## src/rtl/sbto_pkg.sv

```systemverilog
// Shared types, constants, font table and divider reciprocals for the text overlay core.
package sbto_pkg;

	// Screen and message store dimensions
	localparam int SCREEN_WIDTH  = 854;
	localparam int SCREEN_HEIGHT = 480;
	localparam int MAX_CHARS     = 16;

	// Font geometry
	localparam int GLYPH_ROWS = 7;
	localparam int GLYPH_COLS = 5;
	localparam int CELL_COLS  = GLYPH_COLS + 1;

	// Field widths
	localparam int PIX_X_W   = 10;
	localparam int PIX_Y_W   = 9;
	localparam int INDEX_W   = 4;
	localparam int CODE_W    = 8;
	localparam int CHAN_W    = 8;
	localparam int COLOR_W   = 3 * CHAN_W;
	localparam int ORIGIN_W  = 12;
	localparam int SCALE_W   = 5;
	localparam int LEN_W     = 5;
	localparam int CFG_IDX_W = 3;
	localparam int CFG_DATA_W = COLOR_W;

	// Distance from the origin: signed difference and its non-negative part
	localparam int DIFF_W = ORIGIN_W + 1;
	localparam int DIST_W = ORIGIN_W;

	// Division by scale through a reciprocal, exact for any DIST_W-bit dividend
	localparam int RECIP_K = DIST_W + SCALE_W;
	localparam int RECIP_W = RECIP_K + 1;
	localparam int PROD_W  = DIST_W + RECIP_W;
	localparam int QUOT_W  = PROD_W - RECIP_K;
	localparam int DIV_ONE = 2 ** RECIP_K;
	localparam int SCALE_CODES = 2 ** SCALE_W;

	// Message store addressing
	localparam int CHAR_ADDR_W = (MAX_CHARS > 1) ? $clog2(MAX_CHARS) : 1;

	// Dot column within the message, split into cell and column by a reciprocal of six
	localparam int DOT_W      = $clog2(CELL_COLS * MAX_CHARS);
	localparam int D6_K       = DOT_W + 3;
	localparam int D6_M       = (2 ** D6_K + CELL_COLS - 1) / CELL_COLS;
	localparam int D6_PROD_W  = DOT_W + D6_K;
	localparam int ROW_W      = 3;
	localparam int COL_W      = 3;

	// Queue between front and back
	localparam int QUEUE_DEPTH = 4;
	localparam int QPTR_W      = $clog2(QUEUE_DEPTH);
	localparam int QCNT_W      = $clog2(QUEUE_DEPTH + 1);

	// Register reset values
	localparam logic [ORIGIN_W-1:0] ORIGIN_X_RESET    = ORIGIN_W'(97);
	localparam logic [ORIGIN_W-1:0] ORIGIN_Y_RESET    = ORIGIN_W'(205);
	localparam logic [SCALE_W-1:0]  SCALE_RESET       = SCALE_W'(10);
	localparam logic [COLOR_W-1:0]  TEXT_COLOR_RESET  = COLOR_W'(24'hFFFFFF);
	localparam logic [COLOR_W-1:0]  BG_COLOR_RESET    = COLOR_W'(20);
	localparam logic [LEN_W-1:0]    TEXT_LENGTH_RESET = LEN_W'(0);

	// ceil(2^RECIP_K / scale); scale zero never reaches the divider
	localparam logic [RECIP_W-1:0] RECIP_TABLE [SCALE_CODES] = '{
		RECIP_W'(0),
		RECIP_W'((DIV_ONE + 0) / 1),
		RECIP_W'((DIV_ONE + 1) / 2),
		RECIP_W'((DIV_ONE + 2) / 3),
		RECIP_W'((DIV_ONE + 3) / 4),
		RECIP_W'((DIV_ONE + 4) / 5),
		RECIP_W'((DIV_ONE + 5) / 6),
		RECIP_W'((DIV_ONE + 6) / 7),
		RECIP_W'((DIV_ONE + 7) / 8),
		RECIP_W'((DIV_ONE + 8) / 9),
		RECIP_W'((DIV_ONE + 9) / 10),
		RECIP_W'((DIV_ONE + 10) / 11),
		RECIP_W'((DIV_ONE + 11) / 12),
		RECIP_W'((DIV_ONE + 12) / 13),
		RECIP_W'((DIV_ONE + 13) / 14),
		RECIP_W'((DIV_ONE + 14) / 15),
		RECIP_W'((DIV_ONE + 15) / 16),
		RECIP_W'((DIV_ONE + 16) / 17),
		RECIP_W'((DIV_ONE + 17) / 18),
		RECIP_W'((DIV_ONE + 18) / 19),
		RECIP_W'((DIV_ONE + 19) / 20),
		RECIP_W'((DIV_ONE + 20) / 21),
		RECIP_W'((DIV_ONE + 21) / 22),
		RECIP_W'((DIV_ONE + 22) / 23),
		RECIP_W'((DIV_ONE + 23) / 24),
		RECIP_W'((DIV_ONE + 24) / 25),
		RECIP_W'((DIV_ONE + 25) / 26),
		RECIP_W'((DIV_ONE + 26) / 27),
		RECIP_W'((DIV_ONE + 27) / 28),
		RECIP_W'((DIV_ONE + 28) / 29),
		RECIP_W'((DIV_ONE + 29) / 30),
		RECIP_W'((DIV_ONE + 30) / 31)
	};

	// Character codes present in the font
	localparam logic [CODE_W-1:0] CODE_H = 8'h48;
	localparam logic [CODE_W-1:0] CODE_E = 8'h45;
	localparam logic [CODE_W-1:0] CODE_L = 8'h4C;
	localparam logic [CODE_W-1:0] CODE_O = 8'h4F;
	localparam logic [CODE_W-1:0] CODE_W_CHAR = 8'h57;
	localparam logic [CODE_W-1:0] CODE_R = 8'h52;
	localparam logic [CODE_W-1:0] CODE_D = 8'h44;

	typedef logic [GLYPH_COLS-1:0] glyph_row_t;

	// Rows top to bottom, leftmost dot in the highest bit
	localparam glyph_row_t GLYPH_H [GLYPH_ROWS] = '{5'h11, 5'h11, 5'h11, 5'h1F, 5'h11, 5'h11, 5'h11};
	localparam glyph_row_t GLYPH_E [GLYPH_ROWS] = '{5'h1F, 5'h10, 5'h10, 5'h1E, 5'h10, 5'h10, 5'h1F};
	localparam glyph_row_t GLYPH_L [GLYPH_ROWS] = '{5'h10, 5'h10, 5'h10, 5'h10, 5'h10, 5'h10, 5'h1F};
	localparam glyph_row_t GLYPH_O [GLYPH_ROWS] = '{5'h0E, 5'h11, 5'h11, 5'h11, 5'h11, 5'h11, 5'h0E};
	localparam glyph_row_t GLYPH_W [GLYPH_ROWS] = '{5'h11, 5'h11, 5'h11, 5'h15, 5'h15, 5'h1B, 5'h11};
	localparam glyph_row_t GLYPH_R [GLYPH_ROWS] = '{5'h1E, 5'h11, 5'h11, 5'h1E, 5'h14, 5'h12, 5'h11};
	localparam glyph_row_t GLYPH_D [GLYPH_ROWS] = '{5'h1E, 5'h11, 5'h11, 5'h11, 5'h11, 5'h11, 5'h1E};

	typedef enum logic [CFG_IDX_W-1:0] {
		CFG_ORIGIN_X,
		CFG_ORIGIN_Y,
		CFG_SCALE,
		CFG_TEXT_COLOR,
		CFG_BG_COLOR,
		CFG_TEXT_LENGTH
	} cfg_index_t;

	typedef struct packed {
		logic                func;
		logic [PIX_X_W-1:0]  pixel_x;
		logic [PIX_Y_W-1:0]  pixel_y;
		logic [INDEX_W-1:0]  char_index;
		logic [CODE_W-1:0]   char_code;
	} in_item_t;

	typedef struct packed {
		logic              is_text;
		logic [CHAN_W-1:0] red;
		logic [CHAN_W-1:0] green;
		logic [CHAN_W-1:0] blue;
	} out_item_t;

	// Live configuration plus derived values: the reciprocal, looked up at write time, and the cell limit
	typedef struct packed {
		logic [ORIGIN_W-1:0] origin_x;
		logic [ORIGIN_W-1:0] origin_y;
		logic [SCALE_W-1:0]  scale;
		logic [COLOR_W-1:0]  text_color;
		logic [COLOR_W-1:0]  background_color;
		logic [RECIP_W-1:0]  recip;
		logic [DOT_W-1:0]    cell_limit;
	} cfg_t;

	// Classified item as it travels from front to back
	typedef struct packed {
		logic               is_load;
		logic               wr_en;
		logic [INDEX_W-1:0] index;
		logic [CODE_W-1:0]  code;
		logic               off;
		logic [DIST_W-1:0]  dx;
		logic [DIST_W-1:0]  dy;
	} op_t;

	function automatic glyph_row_t glyph_row(input logic [CODE_W-1:0] code,
			input logic [ROW_W-1:0] row);
		glyph_row_t rows [GLYPH_ROWS];
		rows = '{default: '0};
		case (code)
			CODE_H:      rows = GLYPH_H;
			CODE_E:      rows = GLYPH_E;
			CODE_L:      rows = GLYPH_L;
			CODE_O:      rows = GLYPH_O;
			CODE_W_CHAR: rows = GLYPH_W;
			CODE_R:      rows = GLYPH_R;
			CODE_D:      rows = GLYPH_D;
			default:     rows = '{default: '0};
		endcase
		if (int'(row) >= GLYPH_ROWS) begin
			return '0;
		end
		return rows[row];
	endfunction

endpackage

```

## src/rtl/scaled_bitmap_text_overlay_core.sv

```systemverilog
// Top level of the scaled bitmap text overlay: configuration registers, front, queue and back.
//
//   channel | direction | handshake           | payload
//   in      | input     | in_valid/in_stall   | in_data (func, pixel_x, pixel_y, char_index,
//           |           |                     |          char_code)
//   out     | output    | out_valid/out_stall | out_data (is_text, red, green, blue)
//   cfg     | input     | cfg_valid/cfg_ready | cfg_index, cfg_data
//
// One item per cycle sustained while the output is not stalled; an item's result is offered on
// out_valid after the queue slot written at its input transfer, then the pop register, scale
// reciprocal product, cell split by six, message store registered read and output register.
// arst_n clears control state and loads the register reset values; the message store has
// no reset and needs no clearing pass, so items are taken from the first cycle after reset.
// A stall on the output holds the whole back pipeline; the four-entry queue keeps taking
// input transfers until it fills.
module scaled_bitmap_text_overlay_core (
	input  logic                              clk,
	input  logic                              arst_n,
	input  logic                              in_valid,
	output logic                              in_stall,
	input  sbto_pkg::in_item_t                in_data,
	output logic                              out_valid,
	input  logic                              out_stall,
	output sbto_pkg::out_item_t               out_data,
	input  logic                              cfg_valid,
	output logic                              cfg_ready,
	input  logic [sbto_pkg::CFG_IDX_W-1:0]    cfg_index,
	input  logic [sbto_pkg::CFG_DATA_W-1:0]   cfg_data
);

	logic [sbto_pkg::ORIGIN_W-1:0] origin_x_q;
	logic [sbto_pkg::ORIGIN_W-1:0] origin_y_q;
	logic [sbto_pkg::SCALE_W-1:0]  scale_q;
	logic [sbto_pkg::COLOR_W-1:0]  text_color_q;
	logic [sbto_pkg::COLOR_W-1:0]  bg_color_q;
	logic [sbto_pkg::LEN_W-1:0]    text_length_q;
	logic [sbto_pkg::RECIP_W-1:0]  recip_q;

	int                 len_used;
	sbto_pkg::cfg_t     cfg;
	sbto_pkg::op_t      front_op;
	sbto_pkg::op_t      queue_head;
	logic               push;
	logic               pop;
	logic               queue_full;
	logic               queue_empty;

	assign cfg_ready = 1'b1;

	always_ff @(posedge clk or negedge arst_n) begin
		if (!arst_n) begin
			origin_x_q    <= sbto_pkg::ORIGIN_X_RESET;
			origin_y_q    <= sbto_pkg::ORIGIN_Y_RESET;
			scale_q       <= sbto_pkg::SCALE_RESET;
			text_color_q  <= sbto_pkg::TEXT_COLOR_RESET;
			bg_color_q    <= sbto_pkg::BG_COLOR_RESET;
			text_length_q <= sbto_pkg::TEXT_LENGTH_RESET;
			recip_q       <= sbto_pkg::RECIP_TABLE[sbto_pkg::SCALE_RESET];
		end else if (cfg_valid && cfg_ready) begin
			case (sbto_pkg::cfg_index_t'(cfg_index))
				sbto_pkg::CFG_ORIGIN_X:    origin_x_q <= cfg_data[sbto_pkg::ORIGIN_W-1:0];
				sbto_pkg::CFG_ORIGIN_Y:    origin_y_q <= cfg_data[sbto_pkg::ORIGIN_W-1:0];
				sbto_pkg::CFG_SCALE: begin
					scale_q <= cfg_data[sbto_pkg::SCALE_W-1:0];
					// Look up the reciprocal now so the datapath only multiplies
					recip_q <= sbto_pkg::RECIP_TABLE[cfg_data[sbto_pkg::SCALE_W-1:0]];
				end
				sbto_pkg::CFG_TEXT_COLOR:  text_color_q <= cfg_data[sbto_pkg::COLOR_W-1:0];
				sbto_pkg::CFG_BG_COLOR:    bg_color_q <= cfg_data[sbto_pkg::COLOR_W-1:0];
				sbto_pkg::CFG_TEXT_LENGTH: text_length_q <= cfg_data[sbto_pkg::LEN_W-1:0];
				default: ;
			endcase
		end
	end

	// Clamp the length to the store size; cell_limit is the first dot column past the text
	assign len_used = (int'(text_length_q) > sbto_pkg::MAX_CHARS)
		? sbto_pkg::MAX_CHARS : int'(text_length_q);

	always_comb begin
		cfg.origin_x         = origin_x_q;
		cfg.origin_y         = origin_y_q;
		cfg.scale            = scale_q;
		cfg.text_color       = text_color_q;
		cfg.background_color = bg_color_q;
		cfg.recip            = recip_q;
		cfg.cell_limit       = sbto_pkg::DOT_W'(len_used * sbto_pkg::CELL_COLS);
	end

	sbto_front u_front (
		.in_valid  (in_valid),
		.in_stall  (in_stall),
		.in_data   (in_data),
		.cfg       (cfg),
		.queue_full(queue_full),
		.push      (push),
		.op        (front_op)
	);

	sbto_queue u_queue (
		.clk      (clk),
		.arst_n   (arst_n),
		.push     (push),
		.push_data(front_op),
		.full     (queue_full),
		.pop      (pop),
		.head     (queue_head),
		.empty    (queue_empty)
	);

	sbto_back u_back (
		.clk        (clk),
		.arst_n     (arst_n),
		.cfg        (cfg),
		.queue_empty(queue_empty),
		.queue_head (queue_head),
		.pop        (pop),
		.out_valid  (out_valid),
		.out_stall  (out_stall),
		.out_data   (out_data)
	);

endmodule

```

## src/rtl/sbto_ram.sv

```systemverilog
// Generic single-write, single-read RAM with registered read data.
module sbto_ram #(
	parameter int WIDTH = 8,
	parameter int DEPTH = 16
) (
	input  logic                                     clk,
	input  logic                                     we,
	input  logic [(DEPTH > 1 ? $clog2(DEPTH) : 1)-1:0] waddr,
	input  logic [WIDTH-1:0]                         wdata,
	input  logic                                     re,
	input  logic [(DEPTH > 1 ? $clog2(DEPTH) : 1)-1:0] raddr,
	output logic [WIDTH-1:0]                         rdata
);

	logic [WIDTH-1:0] mem_q [DEPTH];

	always_ff @(posedge clk) begin
		if (we) begin
			mem_q[waddr] <= wdata;
		end
		if (re) begin
			rdata <= mem_q[raddr];
		end
	end

endmodule

```

## src/rtl/sbto_front.sv

```systemverilog
// Front end: takes input transfers, works out pixel offsets and sorts loads from queries.
module sbto_front (
	input  logic              in_valid,
	output logic              in_stall,
	input  sbto_pkg::in_item_t in_data,
	input  sbto_pkg::cfg_t    cfg,
	input  logic              queue_full,
	output logic              push,
	output sbto_pkg::op_t     op
);

	logic [sbto_pkg::DIFF_W-1:0] dx_full;
	logic [sbto_pkg::DIFF_W-1:0] dy_full;
	logic                        off_screen;

	assign in_stall = queue_full;
	assign push     = in_valid && !queue_full;

	// Sign-extend the origin, zero-extend the pixel position
	assign dx_full = sbto_pkg::DIFF_W'(in_data.pixel_x)
		- {cfg.origin_x[sbto_pkg::ORIGIN_W-1], cfg.origin_x};
	assign dy_full = sbto_pkg::DIFF_W'(in_data.pixel_y)
		- {cfg.origin_y[sbto_pkg::ORIGIN_W-1], cfg.origin_y};

	assign off_screen = (int'(in_data.pixel_x) >= sbto_pkg::SCREEN_WIDTH)
		|| (int'(in_data.pixel_y) >= sbto_pkg::SCREEN_HEIGHT);

	always_comb begin
		op.is_load = !in_data.func;
		op.wr_en   = int'(in_data.char_index) < sbto_pkg::MAX_CHARS;
		op.index   = in_data.char_index;
		op.code    = in_data.char_code;
		// Left of or above the origin, off screen or zero scale: never text
		op.off     = (cfg.scale == '0) || off_screen
			|| dx_full[sbto_pkg::DIFF_W-1] || dy_full[sbto_pkg::DIFF_W-1];
		op.dx      = dx_full[sbto_pkg::DIST_W-1:0];
		op.dy      = dy_full[sbto_pkg::DIST_W-1:0];
	end

endmodule

```

## src/rtl/sbto_queue.sv

```systemverilog
// Short register FIFO that decouples the front end from the back end.
module sbto_queue (
	input  logic          clk,
	input  logic          arst_n,
	input  logic          push,
	input  sbto_pkg::op_t push_data,
	output logic          full,
	input  logic          pop,
	output sbto_pkg::op_t head,
	output logic          empty
);

	sbto_pkg::op_t                entry_q [sbto_pkg::QUEUE_DEPTH];
	logic [sbto_pkg::QPTR_W-1:0]  wr_ptr_q;
	logic [sbto_pkg::QPTR_W-1:0]  rd_ptr_q;
	logic [sbto_pkg::QCNT_W-1:0]  count_q;

	assign full  = int'(count_q) == sbto_pkg::QUEUE_DEPTH;
	assign empty = count_q == '0;
	assign head  = entry_q[rd_ptr_q];

	always_ff @(posedge clk or negedge arst_n) begin
		if (!arst_n) begin
			wr_ptr_q <= '0;
			rd_ptr_q <= '0;
			count_q  <= '0;
		end else begin
			if (push) begin
				wr_ptr_q <= (int'(wr_ptr_q) == sbto_pkg::QUEUE_DEPTH - 1)
					? '0 : wr_ptr_q + 1'b1;
			end
			if (pop) begin
				rd_ptr_q <= (int'(rd_ptr_q) == sbto_pkg::QUEUE_DEPTH - 1)
					? '0 : rd_ptr_q + 1'b1;
			end
			if (push && !pop) begin
				count_q <= count_q + 1'b1;
			end else if (pop && !push) begin
				count_q <= count_q - 1'b1;
			end
		end
	end

	always_ff @(posedge clk) begin
		if (push) begin
			entry_q[wr_ptr_q] <= push_data;
		end
	end

endmodule

```

## src/rtl/sbto_back.sv

```systemverilog
// Back end: divides offsets by scale, reads the message store and picks the pixel colour.
module sbto_back (
	input  logic                 clk,
	input  logic                 arst_n,
	input  sbto_pkg::cfg_t       cfg,
	input  logic                 queue_empty,
	input  sbto_pkg::op_t        queue_head,
	output logic                 pop,
	output logic                 out_valid,
	input  logic                 out_stall,
	output sbto_pkg::out_item_t  out_data
);

	logic advance;

	// Stage 1: popped item
	logic          valid_s1;
	sbto_pkg::op_t op_s1;

	// Stage 2: reciprocal products
	logic                        valid_s2;
	sbto_pkg::op_t               op_s2;
	logic [sbto_pkg::PROD_W-1:0] prod_x_s2;
	logic [sbto_pkg::PROD_W-1:0] prod_y_s2;

	// Stage 3: cell, dot column and row
	logic                             valid_s3;
	logic                             is_load_s3;
	logic                             wr_en_s3;
	logic [sbto_pkg::INDEX_W-1:0]     index_s3;
	logic [sbto_pkg::CODE_W-1:0]      code_s3;
	logic                             hit_s3;
	logic [sbto_pkg::CHAR_ADDR_W-1:0] cell_s3;
	logic [sbto_pkg::COL_W-1:0]       col_s3;
	logic [sbto_pkg::ROW_W-1:0]       row_s3;

	// Stage 4: glyph code from the store
	logic                        valid_s4;
	logic                        is_load_s4;
	logic                        hit_s4;
	logic [sbto_pkg::COL_W-1:0]  col_s4;
	logic [sbto_pkg::ROW_W-1:0]  row_s4;
	logic [sbto_pkg::CODE_W-1:0] char_s4;

	logic                out_valid_q;
	sbto_pkg::out_item_t out_q;

	logic [sbto_pkg::QUOT_W-1:0]    dot_x;
	logic [sbto_pkg::QUOT_W-1:0]    dot_y;
	logic [sbto_pkg::DOT_W-1:0]     dot;
	logic [sbto_pkg::D6_PROD_W-1:0] d6_prod;
	logic [sbto_pkg::DOT_W-1:0]     cell_c;
	logic [sbto_pkg::COL_W-1:0]     col_c;
	logic                           hit_c;

	sbto_pkg::glyph_row_t         row_bits;
	logic [sbto_pkg::COL_W-1:0]   bit_sel;
	logic                         lit;
	logic [sbto_pkg::COLOR_W-1:0] colour;
	sbto_pkg::out_item_t          result;

	// The whole pipeline moves together whenever the output register can take a transfer
	assign advance   = !out_valid_q || !out_stall;
	assign pop       = advance && !queue_empty;
	assign out_valid = out_valid_q;
	assign out_data  = out_q;

	// Floor division by scale is exact through the reciprocal
	assign dot_x = prod_x_s2[sbto_pkg::PROD_W-1:sbto_pkg::RECIP_K];
	assign dot_y = prod_y_s2[sbto_pkg::PROD_W-1:sbto_pkg::RECIP_K];
	assign dot   = sbto_pkg::DOT_W'(dot_x);

	// Split the dot column into cell and column within the cell
	assign d6_prod = sbto_pkg::D6_PROD_W'(dot) * sbto_pkg::D6_PROD_W'(sbto_pkg::D6_M);
	assign cell_c  = sbto_pkg::DOT_W'(d6_prod >> sbto_pkg::D6_K);
	assign col_c   = sbto_pkg::COL_W'(dot - sbto_pkg::DOT_W'(cell_c * sbto_pkg::CELL_COLS));

	assign hit_c = !op_s2.off
		&& (int'(dot_y) < sbto_pkg::GLYPH_ROWS)
		&& (int'(dot_x) < int'(cfg.cell_limit))
		&& (int'(col_c) < sbto_pkg::GLYPH_COLS);

	sbto_ram #(
		.WIDTH(sbto_pkg::CODE_W),
		.DEPTH(sbto_pkg::MAX_CHARS)
	) u_store (
		.clk  (clk),
		.we   (advance && valid_s3 && is_load_s3 && wr_en_s3),
		.waddr(sbto_pkg::CHAR_ADDR_W'(index_s3)),
		.wdata(code_s3),
		.re   (advance),
		.raddr(cell_s3),
		.rdata(char_s4)
	);

	assign row_bits = sbto_pkg::glyph_row(char_s4, row_s4);
	assign bit_sel  = sbto_pkg::COL_W'(sbto_pkg::GLYPH_COLS - 1) - col_s4;
	assign lit      = !is_load_s4 && hit_s4 && row_bits[bit_sel];
	assign colour   = lit ? cfg.text_color : cfg.background_color;

	always_comb begin
		result.is_text = lit;
		result.red     = colour[3*sbto_pkg::CHAN_W-1:2*sbto_pkg::CHAN_W];
		result.green   = colour[2*sbto_pkg::CHAN_W-1:sbto_pkg::CHAN_W];
		result.blue    = colour[sbto_pkg::CHAN_W-1:0];
		if (is_load_s4) begin
			result = '0;
		end
	end

	always_ff @(posedge clk or negedge arst_n) begin
		if (!arst_n) begin
			valid_s1    <= 1'b0;
			valid_s2    <= 1'b0;
			valid_s3    <= 1'b0;
			valid_s4    <= 1'b0;
			out_valid_q <= 1'b0;
		end else if (advance) begin
			valid_s1    <= !queue_empty;
			valid_s2    <= valid_s1;
			valid_s3    <= valid_s2;
			valid_s4    <= valid_s3;
			out_valid_q <= valid_s4;
		end
	end

	always_ff @(posedge clk) begin
		if (advance) begin
			op_s1      <= queue_head;

			op_s2      <= op_s1;
			prod_x_s2  <= sbto_pkg::PROD_W'(op_s1.dx) * sbto_pkg::PROD_W'(cfg.recip);
			prod_y_s2  <= sbto_pkg::PROD_W'(op_s1.dy) * sbto_pkg::PROD_W'(cfg.recip);

			is_load_s3 <= op_s2.is_load;
			wr_en_s3   <= op_s2.wr_en;
			index_s3   <= op_s2.index;
			code_s3    <= op_s2.code;
			hit_s3     <= hit_c;
			cell_s3    <= sbto_pkg::CHAR_ADDR_W'(cell_c);
			col_s3     <= col_c;
			row_s3     <= sbto_pkg::ROW_W'(dot_y);

			is_load_s4 <= is_load_s3;
			hit_s4     <= hit_s3;
			col_s4     <= col_s3;
			row_s4     <= row_s3;

			out_q      <= result;
		end
	end

endmodule
```

## config.mk

```make
export PLATFORM = sky130hd
export DESIGN_NAME = scaled_bitmap_text_overlay_core
export DESIGN_NICKNAME = d
export VERILOG_FILES = /design/src/rtl/sbto_pkg.sv /design/src/rtl/scaled_bitmap_text_overlay_core.sv /design/src/rtl/sbto_ram.sv /design/src/rtl/sbto_front.sv /design/src/rtl/sbto_queue.sv /design/src/rtl/sbto_back.sv
export SDC_FILE = /design/constraint.sdc
export NUM_CORES = 2
export LEC_CHECK = 0
export BUFFER_PORTS_ARGS = -buffer_cell sky130_fd_sc_hd__clkbuf_2
export CAP_MARGIN = 20
export CORE_MARGIN = 2
export CORE_UTILIZATION = 40
export DETAILED_ROUTE_END_ITERATION = 8
export PLACE_DENSITY = 0.55
export SETUP_SLACK_MARGIN = 0.2
export SLEW_MARGIN = 20
export SYNTH_ARGS = -nofsm -noshare
export SYNTH_HDL_FRONTEND = slang
export SYNTH_HIERARCHICAL = 1
export SYNTH_SLANG_ARGS = --single-unit
```

## constraint.sdc

```tcl
create_clock -name clk -period 10.8 [get_ports clk]
set_input_delay 0 -clock clk [delete_from_list [all_inputs] [get_ports clk]]
set_output_delay 0 -clock clk [all_outputs]
set_load 0.005 [all_outputs]
```

### After elaboration in Yosys (flattened, before gate mapping)

Memories as Yosys holds them, arrays and structs flattened. A register that Yosys moved wholly into a read port is not among the register bits.
Cells that the tools add are included.

* memories: 3
* bits in writable memories: 280
* word-level logic and storage cells: 136
* bits in registers: 228
* ROM bits: 576
* output and inout bits: 28
* input port bits: 64

* reductions and logical operators: 37
* muxes and demuxes: 19
* order comparisons: 9
* bitwise gates (word level): 2
* equal/unequal tests: 15
* multipliers: 5
* add/sub/neg operators: 8

Memories
* (no name shown): depth 32, width 18, read ports 1, clocked after Yosys merged registers in 1, wr ports 0, line scaled_bitmap_text_overlay_core.sv:66 `recip_q <= sbto_pkg::RECIP_TABLE[cfg_data[sbto_pkg::SCALE_W-1:0]];`
* u_queue.entry_q: depth 4, width 38, read ports 1, clocked after Yosys merged registers in 1, wr ports 1, line sbto_queue.sv:13 `sbto_pkg::op_t entry_q [sbto_pkg::QUEUE_DEPTH];`
* u_back.u_store.mem_q: depth 16, width 8, read ports 1, clocked after Yosys merged registers in 1, wr ports 1, line sbto_ram.sv:15 `logic [WIDTH-1:0] mem_q [DEPTH];`

Operators with widths (number)
* $pmux 35 s7: 1
* $mul 12x18->30: 2
* $eq 8x7->1 const B: 7
* $mux 5: 5
* $mux 24: 1
* $bmux 5 s3: 1
* $mul 7x8->15 const B: 1
* $lt 13x3->1 const B: 1
* $lt 13x7->1: 1
* $sub 10x12->13: 1
* $sub 11x12->13: 1
* $logic_and 1x1->1: 12
* $reduce_and 2->1: 6
* $ge 10x10->1 const B: 1
* $logic_not 1->1: 10
* $eq 3x3->1 const B: 3
* $ge 9x9->1 const B: 1
* $eq 3x2->1 const B: 2
* $logic_not 3->1: 2
* $mul 5x2->6 const B: 1
* $mux 1: 6
* $mux 3: 2
* $not 5->6: 1
* $gt 5x5->1 const B: 1
* 18 further kinds: 25

### Longest topological paths before layout

* depth after elaboration: 10
* depth in mapped cells: 21
* depth with buffers taken out: 19

### Cells and area by module

The synthesis kept the hierarchy.

Modules (own cells, without submodules)
* sbto_back: instances 1, seq. area each 4269.1 sq um, cells each 1939, area an instance 19114.6 sq um
* sbto_queue: instances 1, seq. area each 4859.7 sq um, cells each 241, area an instance 6089.6 sq um
* sbto_ram: instances 1, seq. area each 4083.9 sq um, cells each 229, area an instance 5227.5 sq um
* scaled_bitmap_text_overlay_core: instances 1, seq. area each 2556.2 sq um, cells each 388, area an instance 4702.0 sq um
* sbto_front: instances 1, seq. area each 0.0 sq um, cells each 191, area an instance 1345.0 sq um

### Least setup slack after synthesis

OpenSTA, ideal clock, no wires.

* path type: reg2reg
* start point: register u_back.out_valid_q, in the netlist u_back/out_valid
* end point: memory u_back.u_store.mem_q[0][0], enable pin
* buffers on the path: 0
* clock period less this slack: 5.672 ns
* setup time: 0.383 ns
* data required time: 10.417 ns
* arrival: 5.289 ns
* slack: 5.128 ns
* cell stages (with the launch flop): 5
* cell sequence: dfrtp_1 -> nand2_1 -> and4_1 -> or3b_2 -> nor3_1

* word-level cells in the longest chain between the ends: 7

RTL lines
* start: declaration: line sbto_back.sv:45 `logic out_valid_q;`
* start signal: assignment: line sbto_back.sv:123 `out_valid_q <= valid_s4;`
* $logic_not 1->1: line sbto_back.sv:63 `assign advance = !out_valid_q || !out_stall;`
* $logic_or 1x1->1: line sbto_back.sv:63
* named net u_back.advance: line sbto_back.sv:14 `logic advance;`
* $logic_and 1x1->1 (3 in series): line sbto_back.sv:88 `.we (advance && valid_s3 && is_load_s3 && wr_en_s3),`
* $mux 1: line sbto_ram.sv:18 `if (we) begin`
* $mux 1 (implied by the code): line sbto_ram.sv:19 `mem_q[waddr] <= wdata;`
* end: declaration: line sbto_ram.sv:15

The timed path passes the listed nets, and every way through them passes these cells.

### Worst setup path in the final report

* start point: register recip_q[11] in the netlist's numbering
* end point: register u_back/prod_x_s2[29] in the netlist's numbering (data pin)

* word-level cells in the longest chain between the ends: 1

RTL lines
* start: declaration: line scaled_bitmap_text_overlay_core.sv:37 `logic [sbto_pkg::RECIP_W-1:0] recip_q;`
* $mul 12x18->30: line sbto_back.sv:132 `prod_x_s2 <= sbto_pkg::PROD_W'(op_s1.dx) * sbto_pkg::PROD_W'(cfg.recip);`
* end signal: assignment: line sbto_back.sv:132
* end: declaration: line sbto_back.sv:23 `logic [sbto_pkg::PROD_W-1:0] prod_x_s2;`

Every way passes these cells.
A chain may end at the register's enable or synchronous reset.

==> results.cfg <==
[outcome]
outcome = finished, final reports clean

[die]
core_area_um2 = 90100
ioPinCount = 92
die_h_um = 306
fp-row-count = 110
start_util_pct = 40.5
dieArea_um2 = 93600
die_w_um = 306

[cts]
numCtsBuffers = 55
cts_root_buffer = clkbuf_16
postCtsSetupRepairBufs = 0
clk_pin_slew_ns = 0.06
cts_tree = done
cts_sinks = 542
clkLatencyLatePin_ns = 0.62
max-clock-path-buffers = 3
cts_resized = 0
hold_buffers = 49
htree_levels = 2

[sta]
drv_slew = 0
setup_viol = 0
slew_headroom_pct = 29.3
rsz0062_at_grt = false
worst_pin_slew_ns = 1.06
timing.final.crit_share_pct = 59.2
fmax_mhz = 156
tns_ns = 0
hold_viol_final = 0
fin_crit_ns = 6.39
hold_ws_ns = 0.0488
fin_worst_skew_ns = 0.0395

[cells_and_area]
syn2layout_area_growth_pct = 10.4
layout_commonest_cell = inv_1
layout.cells.non_filler = 4288
layout_common_cells = inv_1 (453), edfxtp_1 (430), nand2_1 (380), fa_1 (331), ha_1 (204)
diodes = 0
fin_nets = 3664
fillCellCount = 8120
drive_gt1_share_pct = 13.6

[hold_path]
min_path_type = primary input to flip-flop

[worst_setup_path]
path_max_fanout = 25
crit_type = flip-flop to flip-flop
arrival_ns = 6.88
startpoint_type = flip-flop
cp.required_ns = 11.29
critPathCaptureType = flip-flop

[grt]
overflow = 0
antenna_found_initial = 0
grtUsageTotal_pct = 18.2
grt_max_degree = 78
grt_pass1_vias = 23900
grt_pass1_wl_um = 134000

[yosys]
yosys_most_used_dff = edfxtp_1
synth_xor_area_share_pct = 1.32
synth_mux_area_share_pct = 6.91
synthesis.nets = 3587
synth_seq_cells = 542
synth_area_leaders = edfxtp_1 (35%), fa_1 (18%), ha_1 (7.0%), dfrtp_1 (4.7%), inv_1 (4.7%)
synth_top_family_by_area = adder cells
synth_top_area_cell = edfxtp_1
synth_fa_ha_area_share_pct = 25.2
synthSimpleGateAreaFrac_pct = 10.3
async_flop_share_pct = 20.7
synth_compound_area_share_pct = 5.92
avgSynthCellArea_um2 = 12.2
synth_edf_count = 430
synth_cell_types = 97
synthCells = 2988
ys_seq_area_share_pct = 43.2
synth_top_area_share_pct = 35.4
netlist_area_um2 = 36500
synth_warnings = 6

[routing]
firstDrtPassIters = 5
drt_iter0_markers = 1429
viasPerCell = 5.20
drc = 0
wl_per_cell_um = 19.6
wl_um = 84000
drtAntennaViolNets = 0
via_count = 22300

[placement]
gp_congestion = 0.832
port_buffers = 90
place_inst = 4134
hpwl_um = 59100

[run]
maxCapViolations = 0
==> worst paths after layout <==
check / cells after the start / slack [ns] / end / startpoint
setup reg to reg: 17 / 4.41 / u_back/prod_x_s2[29] / recip_q[11]
hold reg to reg: 0 / 0.42 / u_back/code_s3[1] / u_back/op_s2[26]
min in group asynchronous: 2 / 0.07 / origin_y_q[0] / arst_n
hold / removal: 4 / 0.05 / u_queue/entry_q[3][18] / in_data[26]
setup / recovery: 17 / 4.41 / u_back/prod_x_s2[29] / recip_q[11]
max in group asynchronous: 3 / 9.68 / u_queue/rd_ptr_q[0] / arst_n
==> layout make-up <==
cell class                      instances  area [um2]  area share [%]
Tap cell                             1176        1470            3.65
Sequential cell                       542       15800            39.2
Clock inverter                         35         469            1.17
Inverter                              454        1700            4.23
Multi-Input combinational cell       1837       18100            45.1
Clock buffer                           69        1460            3.62
Timing Repair Buffer                  175        1240            3.09
==> cell usage after synthesis, types with 19 or more instances <==
cell type  number
edfxtp_1      430
nand3_1        42
fa_1          331
nor2_1         66
nand2_1       381
xnor2_1        30
mux2_2         76
and2_1        138
mux4_2         56
dfstp_2        43
o21ai_0        59
inv_1         453
dfrtp_1        69
o21ai_1        20
a21oi_1        83
clkbuf_1       85
xor2_1         25
a22oi_1        19
a21o_1         26
nor2b_1        23
buf_4          23
buf_2          25
nor3_1         25
ha_1          204
==> kinds of logic (layout without fill, tap and decap cells) <==
group           after synthesis  after routing
buf+inv                     609            733
simple gates                771            771
fa+ha+maj                   535            535
compound gates              325            325
xor+xnor                     55             55
mux                         148            148
other cells                   3              3
flops                       542            542
==> sequential cells by signal, summed over array words and instances (netlist names), 13 cells and up <==
register,cells
u_queue/entry_q,156
text_color_q,24
u_back/prod_x_s2,13
bg_color_q,24
u_back/op_s1,39
u_back/out_data,25
recip_q,18
u_back/prod_y_s2,13
u_back/u_store/mem_q,128
u_back/op_s2,15
==> critical path, cell delays in order, from the launching register on <==
cell and delay (ns):
dfrtp_1 0.98, nand2_1 0.18, fa_1 0.58, inv_1 0.05
fa_1 0.53, inv_1 0.05, fa_1 0.53, inv_1 0.05
fa_1 0.47, ha_1 0.30, ha_1 0.38, a2111oi_0 0.66
o21ai_0 0.26, a31oi_1 0.22, inv_1 0.09, o41a_1 0.36
or4_1 0.48, nand3_1 0.08
==> layer usage <==
| layer | vias to the layer above | global-route usage [%] | share of wire, % | wire length (um) |
|---|---|---|---|---|
| met4 | 0 | 5.06 | 2.3 | 1920 |
| met5 | - | 0 | 0 | 0 |
| met3 | 125 | 2.61 | 4.8 | 4060 |
| li1 | 10200 | - | - | - |
| met1 | 11400 | 24.8 | 44 | 37200 |
| met2 | 570 | 30.5 | 49 | 40800 |
==> metrics by stage <==
stage / area, um2 / util (%) / worst slack, ns
CTS: 40200 / 44.6 / 4.44
global route: 40300 / 44.7 / 4.00
floorplan: 36500 / - / 5.13
global placement: 37800 / 41.9 / 4.49
detailed placement: 37800 / 42.0 / 4.47
finish: 40300 / 44.7 / 4.41
Power is not shown: default switching activity piles up to over one toggle a cycle in this logic, so the estimate is an artifact.
